<file path="config.mk">
export PLATFORM = sky130hd
export DESIGN_NAME = integer_to_digit_text
export DESIGN_NICKNAME = d
export VERILOG_FILES = /design/src/rtl/itdt_pkg.sv /design/src/rtl/itdt_dp.sv /design/src/rtl/itdt_ctrl.sv /design/src/rtl/integer_to_digit_text.sv
export VERILOG_INCLUDE_DIRS = /design/src /design/src/rtl
export SDC_FILE = /design/constraint.sdc
export NUM_CORES = 1
export LEC_CHECK = 0
export ABC_AREA = 1
export BUFFER_PORTS_ARGS = -buffer_cell sky130_fd_sc_hd__buf_4
export CAP_MARGIN = 20
export CORE_MARGIN = 2
export CORE_UTILIZATION = 33
export CTS_CLUSTER_DIAMETER = 120
export DETAILED_ROUTE_END_ITERATION = 10
export PLACE_DENSITY = 0.56
export SKIP_CTS_REPAIR_TIMING = 1
export SYNTH_ARGS = -nofsm -noshare
export SYNTH_HDL_FRONTEND = slang
export SYNTH_SLANG_ARGS = --single-unit
</file>
<file path="constraint.sdc">
create_clock -name clk -period 8.7 [get_ports clk]
set_clock_uncertainty 0.1 [all_clocks]
set_input_delay 1.74 -clock clk [delete_from_list [all_inputs] [get_ports clk]]
set_output_delay 1.74 -clock clk [all_outputs]
set_load 0.01 [all_outputs]
</file>
<file path="src/rtl/integer_to_digit_text_defines.svh">
// Assertion macros used by the integer-to-digit-text controller.
`ifndef INTEGER_TO_DIGIT_TEXT_DEFINES_SVH
`define INTEGER_TO_DIGIT_TEXT_DEFINES_SVH

// Same-cycle implication, disabled during reset.
`define ITDT_ASSERT_NOW(label, ante, cons) \
  label: assert property (@(posedge clk) disable iff (rst) (ante) |-> (cons)) \
    else $error("itdt assertion failed");

// Next-cycle implication, disabled during reset.
`define ITDT_ASSERT_NEXT(label, ante, cons) \
  label: assert property (@(posedge clk) disable iff (rst) (ante) |=> (cons)) \
    else $error("itdt assertion failed");

`endif

</file>
<file path="src/rtl/itdt_pkg.sv">
// Shared types, codes and character constants for the digit text converter.
`timescale 1ns / 1ps
package itdt_pkg;

  // Format selector codes
  localparam logic [1:0] OP_DEC = 2'd0;
  localparam logic [1:0] OP_HEX = 2'd1;
  localparam logic [1:0] OP_TWO = 2'd2;

  localparam int IN_TDATA_W  = 40;
  localparam int OUT_TDATA_W = 8;
  localparam int VALUE_BITS  = 32;
  localparam int CHAR_W      = 7;

  localparam logic [CHAR_W-1:0] CH_ZERO  = 7'h30;
  localparam logic [CHAR_W-1:0] CH_ALPHA = 7'h37;  // 'A' - 10
  localparam logic [CHAR_W-1:0] CH_MINUS = 7'h2D;
  localparam logic [CHAR_W-1:0] CH_QUOTE = 7'h22;

  typedef struct packed {
    logic load;         // capture a request
    logic shift;        // one binary-to-BCD step
    logic count;        // latch the significant digit count
    logic emit_prefix;  // push sign or quote
    logic emit_digit;   // push next digit, most significant first
  } cmd_t;

  typedef struct packed {
    logic is_hex;
    logic prefix;       // request needs a leading character
    logic last_digit;   // one digit left
    logic out_free;     // output register can take a character
  } status_t;

  function automatic logic [CHAR_W-1:0] digit_char(input logic [3:0] d);
    logic [CHAR_W-1:0] c;
    if (d < 4'd10) begin
      c = CH_ZERO + CHAR_W'(d);
    end else begin
      c = CH_ALPHA + CHAR_W'(d);
    end
    return c;
  endfunction

endpackage

</file>
<file path="src/rtl/itdt_dp.sv">
// Datapath: magnitude, shift-add-3 BCD converter, digit count and output register.
`timescale 1ns / 1ps
module itdt_dp #(
  parameter int VALUE_WIDTH = 32
) (
  input  logic                                 clk,
  input  logic                                 rst,
  input  logic [itdt_pkg::IN_TDATA_W-1:0]      s_tdata,
  input  itdt_pkg::cmd_t                       cmd,
  output itdt_pkg::status_t                    status,
  input  logic                                 m_tready,
  output logic                                 m_tvalid,
  output logic [itdt_pkg::OUT_TDATA_W-1:0]     m_tdata,
  output logic                                 m_tlast
);

  localparam int DEC_DIGITS = (VALUE_WIDTH * 77) / 256 + 2;
  localparam int HEX_DIGITS = (VALUE_WIDTH + 3) / 4;
  localparam int DEPTH      = (DEC_DIGITS > HEX_DIGITS) ? DEC_DIGITS : HEX_DIGITS;
  localparam int DW         = DEPTH * 4;
  localparam int CW         = $clog2(DEPTH + 1);
  localparam int IW         = $clog2(DEPTH);

  logic [VALUE_WIDTH-1:0] raw;
  logic [VALUE_WIDTH-1:0] mag;
  logic                   raw_neg;

  logic [1:0]             op;
  logic                   neg;
  logic [VALUE_WIDTH-1:0] bin;
  logic [DW-1:0]          bcd;
  logic [DW-1:0]          bcd_adj;
  logic [CW-1:0]          digit_cnt;
  logic [CW-1:0]          enc;
  logic [CW-1:0]          idx_full;
  logic [IW-1:0]          idx;
  logic [3:0]             cur_digit;
  logic [itdt_pkg::CHAR_W-1:0] char_code;

  // Value field is unsigned-extended or truncated to the working width.
  assign raw     = VALUE_WIDTH'(s_tdata[itdt_pkg::VALUE_BITS+1:2]);
  assign raw_neg = raw[VALUE_WIDTH-1];
  assign mag     = raw_neg ? (~raw + 1'b1) : raw;

  always_comb begin
    for (int i = 0; i < DEPTH; i++) begin
      if (bcd[i*4 +: 4] >= 4'd5) begin
        bcd_adj[i*4 +: 4] = bcd[i*4 +: 4] + 4'd3;
      end else begin
        bcd_adj[i*4 +: 4] = bcd[i*4 +: 4];
      end
    end
  end

  // Highest nonzero digit, at least one digit
  always_comb begin
    enc = CW'(1);
    for (int i = 0; i < DEPTH; i++) begin
      if (bcd[i*4 +: 4] != 4'd0) begin
        enc = CW'(i + 1);
      end
    end
  end

  assign idx_full  = digit_cnt - 1'b1;
  assign idx       = idx_full[IW-1:0];
  assign cur_digit = bcd[idx*4 +: 4];
  assign char_code = itdt_pkg::digit_char(cur_digit);

  always_ff @(posedge clk) begin
    if (cmd.load) begin
      op  <= s_tdata[1:0];
      neg <= raw_neg;
      bin <= mag;
      if (s_tdata[1:0] == itdt_pkg::OP_HEX) begin
        bcd <= DW'(raw);
      end else begin
        bcd <= '0;
      end
    end else if (cmd.shift) begin
      {bcd, bin} <= {bcd_adj[DW-2:0], bin, 1'b0};
    end
    if (cmd.count) begin
      digit_cnt <= (op == itdt_pkg::OP_TWO) ? CW'(2) : enc;
    end else if (cmd.emit_digit) begin
      digit_cnt <= digit_cnt - 1'b1;
    end
  end

  // Output register
  always_ff @(posedge clk) begin
    if (rst) begin
      m_tvalid <= 1'b0;
    end else if (cmd.emit_prefix || cmd.emit_digit) begin
      m_tvalid <= 1'b1;
    end else if (m_tready) begin
      m_tvalid <= 1'b0;
    end
  end

  always_ff @(posedge clk) begin
    if (cmd.emit_prefix) begin
      m_tdata <= {1'b0, (op == itdt_pkg::OP_HEX) ? itdt_pkg::CH_QUOTE : itdt_pkg::CH_MINUS};
      m_tlast <= 1'b0;
    end else if (cmd.emit_digit) begin
      m_tdata <= {1'b0, char_code};
      m_tlast <= (digit_cnt == CW'(1));
    end
  end

  assign status.is_hex     = (op == itdt_pkg::OP_HEX);
  assign status.prefix     = (op == itdt_pkg::OP_HEX) || (op == itdt_pkg::OP_DEC && neg);
  assign status.last_digit = (digit_cnt == CW'(1));
  assign status.out_free   = !m_tvalid || m_tready;

endmodule

</file>
<file path="src/rtl/itdt_ctrl.sv">
// Controller: sequences capture, BCD conversion, digit count and character output.
`timescale 1ns / 1ps
`include "integer_to_digit_text_defines.svh"
module itdt_ctrl #(
  parameter int VALUE_WIDTH = 32
) (
  input  logic              clk,
  input  logic              rst,
  input  logic              s_tvalid,
  output logic              s_tready,
  input  logic [1:0]        req_op,
  output itdt_pkg::cmd_t    cmd,
  input  itdt_pkg::status_t status
);

  localparam int BW = $clog2(VALUE_WIDTH + 1);

  localparam logic [2:0] S_IDLE   = 3'd0;
  localparam logic [2:0] S_CONV   = 3'd1;
  localparam logic [2:0] S_COUNT  = 3'd2;
  localparam logic [2:0] S_PREFIX = 3'd3;
  localparam logic [2:0] S_DIGITS = 3'd4;

  logic [2:0]    state;
  logic [2:0]    state_next;
  logic [BW-1:0] bit_cnt;
  logic          accept;
  logic          op_valid;

  assign s_tready = (state == S_IDLE);
  assign accept   = s_tvalid && s_tready;
  assign op_valid = (req_op == itdt_pkg::OP_DEC) || (req_op == itdt_pkg::OP_HEX) ||
                    (req_op == itdt_pkg::OP_TWO);

  always_comb begin
    cmd        = '0;
    state_next = state;
    case (state)
      S_IDLE: begin
        // unused selector is dropped with no output
        if (accept && op_valid) begin
          cmd.load   = 1'b1;
          state_next = (req_op == itdt_pkg::OP_HEX) ? S_COUNT : S_CONV;
        end
      end
      S_CONV: begin
        cmd.shift = 1'b1;
        if (bit_cnt == BW'(1)) begin
          state_next = S_COUNT;
        end
      end
      S_COUNT: begin
        cmd.count  = 1'b1;
        state_next = status.prefix ? S_PREFIX : S_DIGITS;
      end
      S_PREFIX: begin
        if (status.out_free) begin
          cmd.emit_prefix = 1'b1;
          state_next      = S_DIGITS;
        end
      end
      S_DIGITS: begin
        if (status.out_free) begin
          cmd.emit_digit = 1'b1;
          if (status.last_digit) begin
            state_next = S_IDLE;
          end
        end
      end
      default: begin
        state_next = S_IDLE;
      end
    endcase
  end

  always_ff @(posedge clk) begin
    if (rst) begin
      state   <= S_IDLE;
      bit_cnt <= '0;
    end else begin
      state <= state_next;
      if (cmd.load) begin
        bit_cnt <= BW'(VALUE_WIDTH);
      end else if (cmd.shift) begin
        bit_cnt <= bit_cnt - 1'b1;
      end
    end
  end

  `ITDT_ASSERT_NOW(a_emit_has_room, cmd.emit_prefix || cmd.emit_digit, status.out_free)
  `ITDT_ASSERT_NOW(a_conv_count_live, state == S_CONV, bit_cnt != '0)
  `ITDT_ASSERT_NEXT(a_last_digit_ends, cmd.emit_digit && status.last_digit, state == S_IDLE)
  `ITDT_ASSERT_NEXT(a_hex_skips_conv, cmd.load && req_op == itdt_pkg::OP_HEX, state == S_COUNT)

endmodule

</file>
<file path="src/rtl/integer_to_digit_text.sv">
// Top level: signed integer to ASCII decimal, quoted hex or two-digit text.
// Ops 0 and 2: after the request is taken the value is captured, then converted by
//   VALUE_WIDTH shift-add-3 steps, then its digits are counted before the first character.
// Op 1: nibbles need no conversion, so capture is followed directly by the digit count.
// Then one character per cycle while the output is not stalled; a new request is taken
//   the cycle after the last character enters the output register.
// Synchronous active-high reset empties the output register and idles the controller.
`timescale 1ns / 1ps
module integer_to_digit_text #(
  parameter int VALUE_WIDTH = 32
) (
  input  logic                               clk,
  input  logic                               rst,
  input  logic                               s_tvalid,
  output logic                               s_tready,
  input  logic [itdt_pkg::IN_TDATA_W-1:0]    s_tdata,   // op[1:0], value[33:2], zero pad
  output logic                               m_tvalid,
  input  logic                               m_tready,
  output logic [itdt_pkg::OUT_TDATA_W-1:0]   m_tdata,   // char_code[6:0], zero pad
  output logic                               m_tlast
);

  itdt_pkg::cmd_t    cmd;
  itdt_pkg::status_t status;

  itdt_ctrl #(
    .VALUE_WIDTH(VALUE_WIDTH)
  ) u_ctrl (
    .clk     (clk),
    .rst     (rst),
    .s_tvalid(s_tvalid),
    .s_tready(s_tready),
    .req_op  (s_tdata[1:0]),
    .cmd     (cmd),
    .status  (status)
  );

  itdt_dp #(
    .VALUE_WIDTH(VALUE_WIDTH)
  ) u_dp (
    .clk     (clk),
    .rst     (rst),
    .s_tdata (s_tdata),
    .cmd     (cmd),
    .status  (status),
    .m_tready(m_tready),
    .m_tvalid(m_tvalid),
    .m_tdata (m_tdata),
    .m_tlast (m_tlast)
  );

endmodule

</file>
* Word level (Yosys, flattened, before mapping)
Index checks and enable logic that the tools add are counted.
** Operators by class
- Eq/ne operators :: 15
- Magnitude comparators :: 12
- Shift operators :: 1
- Add/sub/neg operators :: 16
- Mux-type cells :: 53
- Bitwise logic cells :: 1
- Reduce and logical (&&, ||, !) cells :: 28
** Operators with widths (number)
- $mux W32 :: 4
- $mux W44 :: 2
- $mux W4 :: 18
- $ge A4 B3 Y1 const B :: 11
- $shiftx A44 B7 Y4 :: 1
- $add A4 B2 Y4 const B :: 10
- $reduce_bool A4 Y1 :: 10
- $mux W3 :: 11
- $add A32 B1 Y32 const B :: 1
- $not A32 Y32 :: 1
- $mux W7 :: 3
- $pmux W3 S5 :: 1
- $add A6 B4 Y7 const A :: 2
- $mux W6 :: 2
- $mux W1 :: 9
- $ne A2 B2 Y1 const B :: 4
- $reduce_bool A2 Y1 :: 4
- $eq A3 B2 Y1 const B :: 2
- $eq A6 B1 Y1 const B :: 1
- $mux W2 :: 3
- $sub A6 B1 Y6 const B :: 1
- $logic_or A1 B1 Y1 :: 5
- $reduce_and A5 Y1 :: 1
- $eq A2 B1 Y1 const B :: 2
- other kinds (13) :: 17
** Storage, ports and cells
- Word-level logic and storage cells :: 137
- Flip-flop bits (word level) :: 101

* Logic depth before layout (Yosys ltp)
- Depth after elaboration :: 13
- Gate-level depth with buffers :: 17

* Cells and area by module
From an unflattened synthesis, not the netlist that was laid out.
** Second synthesis, totals
- Cells, all modules :: 897
- Area total of the unflattened synthesis :: 6890.4 um2
** By module, submodules not included
- itdt_dp :: instances 1, sequential area each 2742.6 um2, cells an instance 804, area each 6293.5 um2
- itdt_ctrl :: instances 1, sequential area each 180.2 um2, cells an instance 93, area each 596.8 um2

* Least setup slack after synthesis
No wires, ideal clock.
- Path type :: input-to-reg
- From :: input port s_tdata[0] (netlist bit)
- To :: register u_dp.bcd[0] (enable)
- Arrival :: 4.089 ns
- Setup slack :: 4.074 ns
- Data required time :: 8.164 ns
- Stages :: 7
- Buffers on the path :: 2
- Setup time :: 0.436 ns
- Path through :: inv_1 o21ai_0 nor2_2 inv_2 buf_2 buf_2 nand2_1
** Between the ends
- Cells in the longest elaborated chain, start to end :: 7
- Elaborated cells on any way between the ends :: 9
** Ends and longest elaborated chain
- start, declared :: line integer_to_digit_text.sv:16 : input logic [itdt_pkg::IN_TDATA_W-1:0] s_tdata,
- $eq A2 B1 Y1 or $logic_not A2 Y1 (tied branches) :: line itdt_ctrl.sv:32 : assign op_valid = (req_op == itdt_pkg::OP_DEC) || (req_op == itdt_pkg::OP_HEX) ||
- $logic_or A1 B1 Y1 :: line itdt_ctrl.sv:32
- $logic_or A1 B1 Y1 (*) :: line itdt_ctrl.sv:32
- $logic_and A1 B1 Y1 (*) :: line itdt_ctrl.sv:41 : if (accept && op_valid) begin
- $mux W1 (*) :: line itdt_ctrl.sv:41
- $mux W1 (*) :: line itdt_ctrl.sv:38 : case (state)
- $reduce_bool A2 Y1 (no line) (*)
- end signal, assigned :: line itdt_dp.sv:76 : bcd <= DW'(raw);
- end signal, assigned :: line itdt_dp.sv:81 : {bcd, bin} <= {bcd_adj[DW-2:0], bin, 1'b0};
- end, declared :: line itdt_dp.sv:31 : logic [DW-1:0] bcd;
Mark *: on every way between the ends. The rest lies on a longest branch, timed or not.
A chain may end at the register's enable or synchronous reset.

* Final worst setup path
- From :: input port s_tdata[0] (netlist bit)
- To :: register u_dp.bin[21] (enable)
** Between the ends
- Cells in the longest elaborated chain, start to end :: 7
- Elaborated cells on any way between the ends :: 9
** Ends and longest elaborated chain
- $eq A2 B1 Y1 or $logic_not A2 Y1 (tied branches) :: line itdt_ctrl.sv:32
- $logic_or A1 B1 Y1 :: line itdt_ctrl.sv:32
- $logic_or A1 B1 Y1 (*) :: line itdt_ctrl.sv:32
- $logic_and A1 B1 Y1 (*) :: line itdt_ctrl.sv:41
- $mux W1 (*) :: line itdt_ctrl.sv:41
- $mux W1 (*) :: line itdt_ctrl.sv:38
- $reduce_bool A2 Y1 (no line) (*)
- end signal, assigned :: line itdt_dp.sv:74 : bin <= mag;
- end signal, assigned :: line itdt_dp.sv:81
- end, declared :: line itdt_dp.sv:30 : logic [VALUE_WIDTH-1:0] bin;
Marked as above.

==> impl_results.md <==
* Flop and latch count out of synthesis at about 100
* Longest Clk Path Bufs at 2
* Area grow syn2layout at 13.1%
* Endpoints failing hold at 0
* Worst-Margin Slew at between 700 and 800 ps
* Type of the worst min-delay path: register to register
* Final Worst Setup Slack at roughly 5000 ps
* Final setup viols at 0
* Total gr overflow at 0
* Row cnt at 53
* Peak supply drop at approximately 0.17 mV
* Crit Path Max Fanout at between 60 and 70
* Syn nets at 954
* Pin count of the biggest net entering global routing at 77
* Boundary Pins at 55
* Ys async rst share at 0%
* TritonCTS Buffers at 9
* CTS tree: built
* Total Die Area at approximately 22,000 um2
* Place WS at between 4000 and 5000 ps
* Synth area leaders: edfxtp_1 39%, nand2_1 9.6%, inv_1 6.9%
* Antenna violation net count after detailed routing at 0
* Synth Flop Type: edfxtp_1
* Final hold slack at 372 ps
* Post-synthesis simple-gate area fraction at 23.5%
* Synth Area in Compound Gates at ~15%
* Leakage power at roughly 3.4 nW
* Top cell type's share of synthesized area at between 30% and 40%
* Core area at 20,800 um2
* Design Area, Final at 7840 um2
* CTS H-tree lvls at 3
* Via count at approximately 5,900
* Max-slew violation count at 0
* Hpwl dp at 12,300 um
* Worst setup SP type: primary input
* Port Buffers at 47
* Gpl congestion at 0.851
* Initial DRC Count at approximately 250
* Achievable Freq at roughly 0.28 GHz
* Mapped Area at about 7000 um2
* Min Tclk post-route at 3590 ps
* Non-Filler Instances at 1,199
* Layout Utilization at between 30% and 40%
* DIE HEIGHT at 149 um
* RSZ-0062 raised after global routing: no
* Seq/Total Area, Yosys at roughly 42%
* Root buffer cell: clkbuf_16
* Adder-cell share of the synthesized area at under 10%
* Reg clk slew, reported paths at ~70 ps
* Area leader, netlist: edfxtp_1
* Critical Path End Type: register
* WL per Instance at 14.3 um
* Total negative slack at 0 ps
* Diode count at 0
* Tot Pwr at roughly 3 mW
* Final wirelength at roughly 17,000 um
* Worst skew pair latency at about 350 ps
* Via density per instance at approximately 5
* Sinks on Clock Net at 101
* Status: completed
* Multiplexer share of the synthesized area at 0%
* Final Cycle Share at between 40% and 50%
* WP data required at between 8000 and 9000 ps
* Filler cell count at roughly 2,200
* Max_slew headroom at roughly half
* Vias in the first global route at just under 6,000
* Cell variety after synth at 47
* # DRC at 0
* Die X at ~150 um
* Synthesized netlist cell count at a little under 900
* WP data arrival at ~3600 ps
* Post-synthesis xor/xnor area fraction at under 10%
* First-pass DRT Iterations at 5
* Number of flops mapped to enable cells by yosys at 90
* YS warnings at 0
* First-pass GRT wire length at 28,700 um
* Initial antenna violation count at 0
* Max_cap viols at 0
* Gr usage total at between 10% and 20%
* Kind of critical path: primary input to register
* Syn Area/Cell at about 8 um2
* PD cells at ~400 nW/um2
* Post-Place Cell Area at about 7500 um2
* Placed cells at ~1,200
* Largest family of logic cells by synthesized area: simple AND/OR/NAND/NOR gates
* Share of layout cells above drive strength 1 at between 10 and 15%
* Initial Utilization at between 30% and 40%
* Nets@finish at 991
==> worst max-delay path, stage by stage <==
cell and delay (ps):
buf_4 80, inv_1 40, o21ai_0 360, nor2_4 50, inv_2 50, buf_4 560, nand2_4 300, buf_16 310
==> cells by family after synthesis <==
kind of cell,Yosys count
other,1
xor gates and xnor gates,35
and+or+nand+nor,377
AOI/OAI and AO/OA,178
buffers and inverters,162
adders and majority gates,28
DFF,101
==> placed cells by master, fill, tap and decap left out, types with 2 or more instances in the layout <==
master and n:
clkbuf_8 2, o2bb2ai_1 4, nand4_1 3, a211oi_1 2
nand3_1 61, nor3_1 16, o22ai_1 10, nand3_2 2
o31ai_1 4, xor2_1 31, nor4_1 4, buf_4 51
nand2_4 4, inv_2 8, ha_1 28, nand2_1 177
a31oi_1 4, clkbuf_16 9, or2_2 3, inv_1 128
nand2_2 5, edfxtp_1 90, nor2_4 4, o21ai_0 57
a32o_1 3, nor2_1 91, dfxtp_1 11, o21ai_1 25
xnor2_1 2, o211ai_1 5, clkinv_2 2, a21oi_1 45
clkinv_4 2, nor2_2 5, o32ai_1 14
==> routing by layer <==
layer / track usage [%] / part of all wire (%) / vias to the layer above
met5: 0 / 0 / -
li1: - / - / 3035
met3: 2.54 / 3.4 / 25
met1: 21.5 / 48 / 2731
met4: 4.95 / 2.1 / 0
met2: 27.0 / 47 / 98
==> area by class of cell <==
cell class              instances  area [um2]  area share, %
multi-input cells             619        3360           42.9
repair buffers                 52         410           5.24
clock buffers                  11         253           3.22
clock inverters                 5        33.8          0.431
well taps                     275         344           4.39
flip-flops and latches        101        2920           37.3
inverters                     136         510           6.51
==> cells in the mapped netlist, drive strengths merged, types with 4 or more instances <==
cell     instances
nand2          186
ha              28
buf             17
o21ai           83
dfxtp           11
o32ai           14
o31ai            5
xor2            32
edfxtp          90
nor4             4
a31oi            4
nor3            17
o2bb2ai          4
o22ai           10
nand3           63
inv            136
nor2           100
a21oi           46
o211ai           5
clkbuf           9
==> state kept, by name, summed over array words and instances, names as in the netlist, 2 cells and up <==
| name | count |
|---|---|
| u_ctrl.bit_cnt | 6 |
| u_dp.digit_cnt | 4 |
| u_dp.m_tdata | 7 |
| u_ctrl.state | 3 |
| u_dp.op | 2 |
| u_dp.bin | 32 |
| u_dp.bcd | 44 |
==> final timing paths <==
check,slack [ps],startpoint,cells after the start,to
min reg2reg,370,u_dp.m_tlast$_SDFFE_PP0P_,2,u_dp.m_tlast$_SDFFE_PP0P_
max,5110,s_tdata[0],8,u_dp.bin[21]$_DFFE_PP_
min,370,u_dp.m_tlast$_SDFFE_PP0P_,2,u_dp.m_tlast$_SDFFE_PP0P_
max reg2reg,5380,u_dp.digit_cnt[0]$_DFFE_PP_,15,u_dp.m_tdata[2]$_DFFE_PP_
==> power by group <==
part / switching (mW) / internal [mW]
Sequential: 0.150 / 0.937
Clock: 0.187 / 0.210
Combinational: 1.00 / 0.558
Total: 1.34 / 1.71
(Power assumes the default switching activity.)
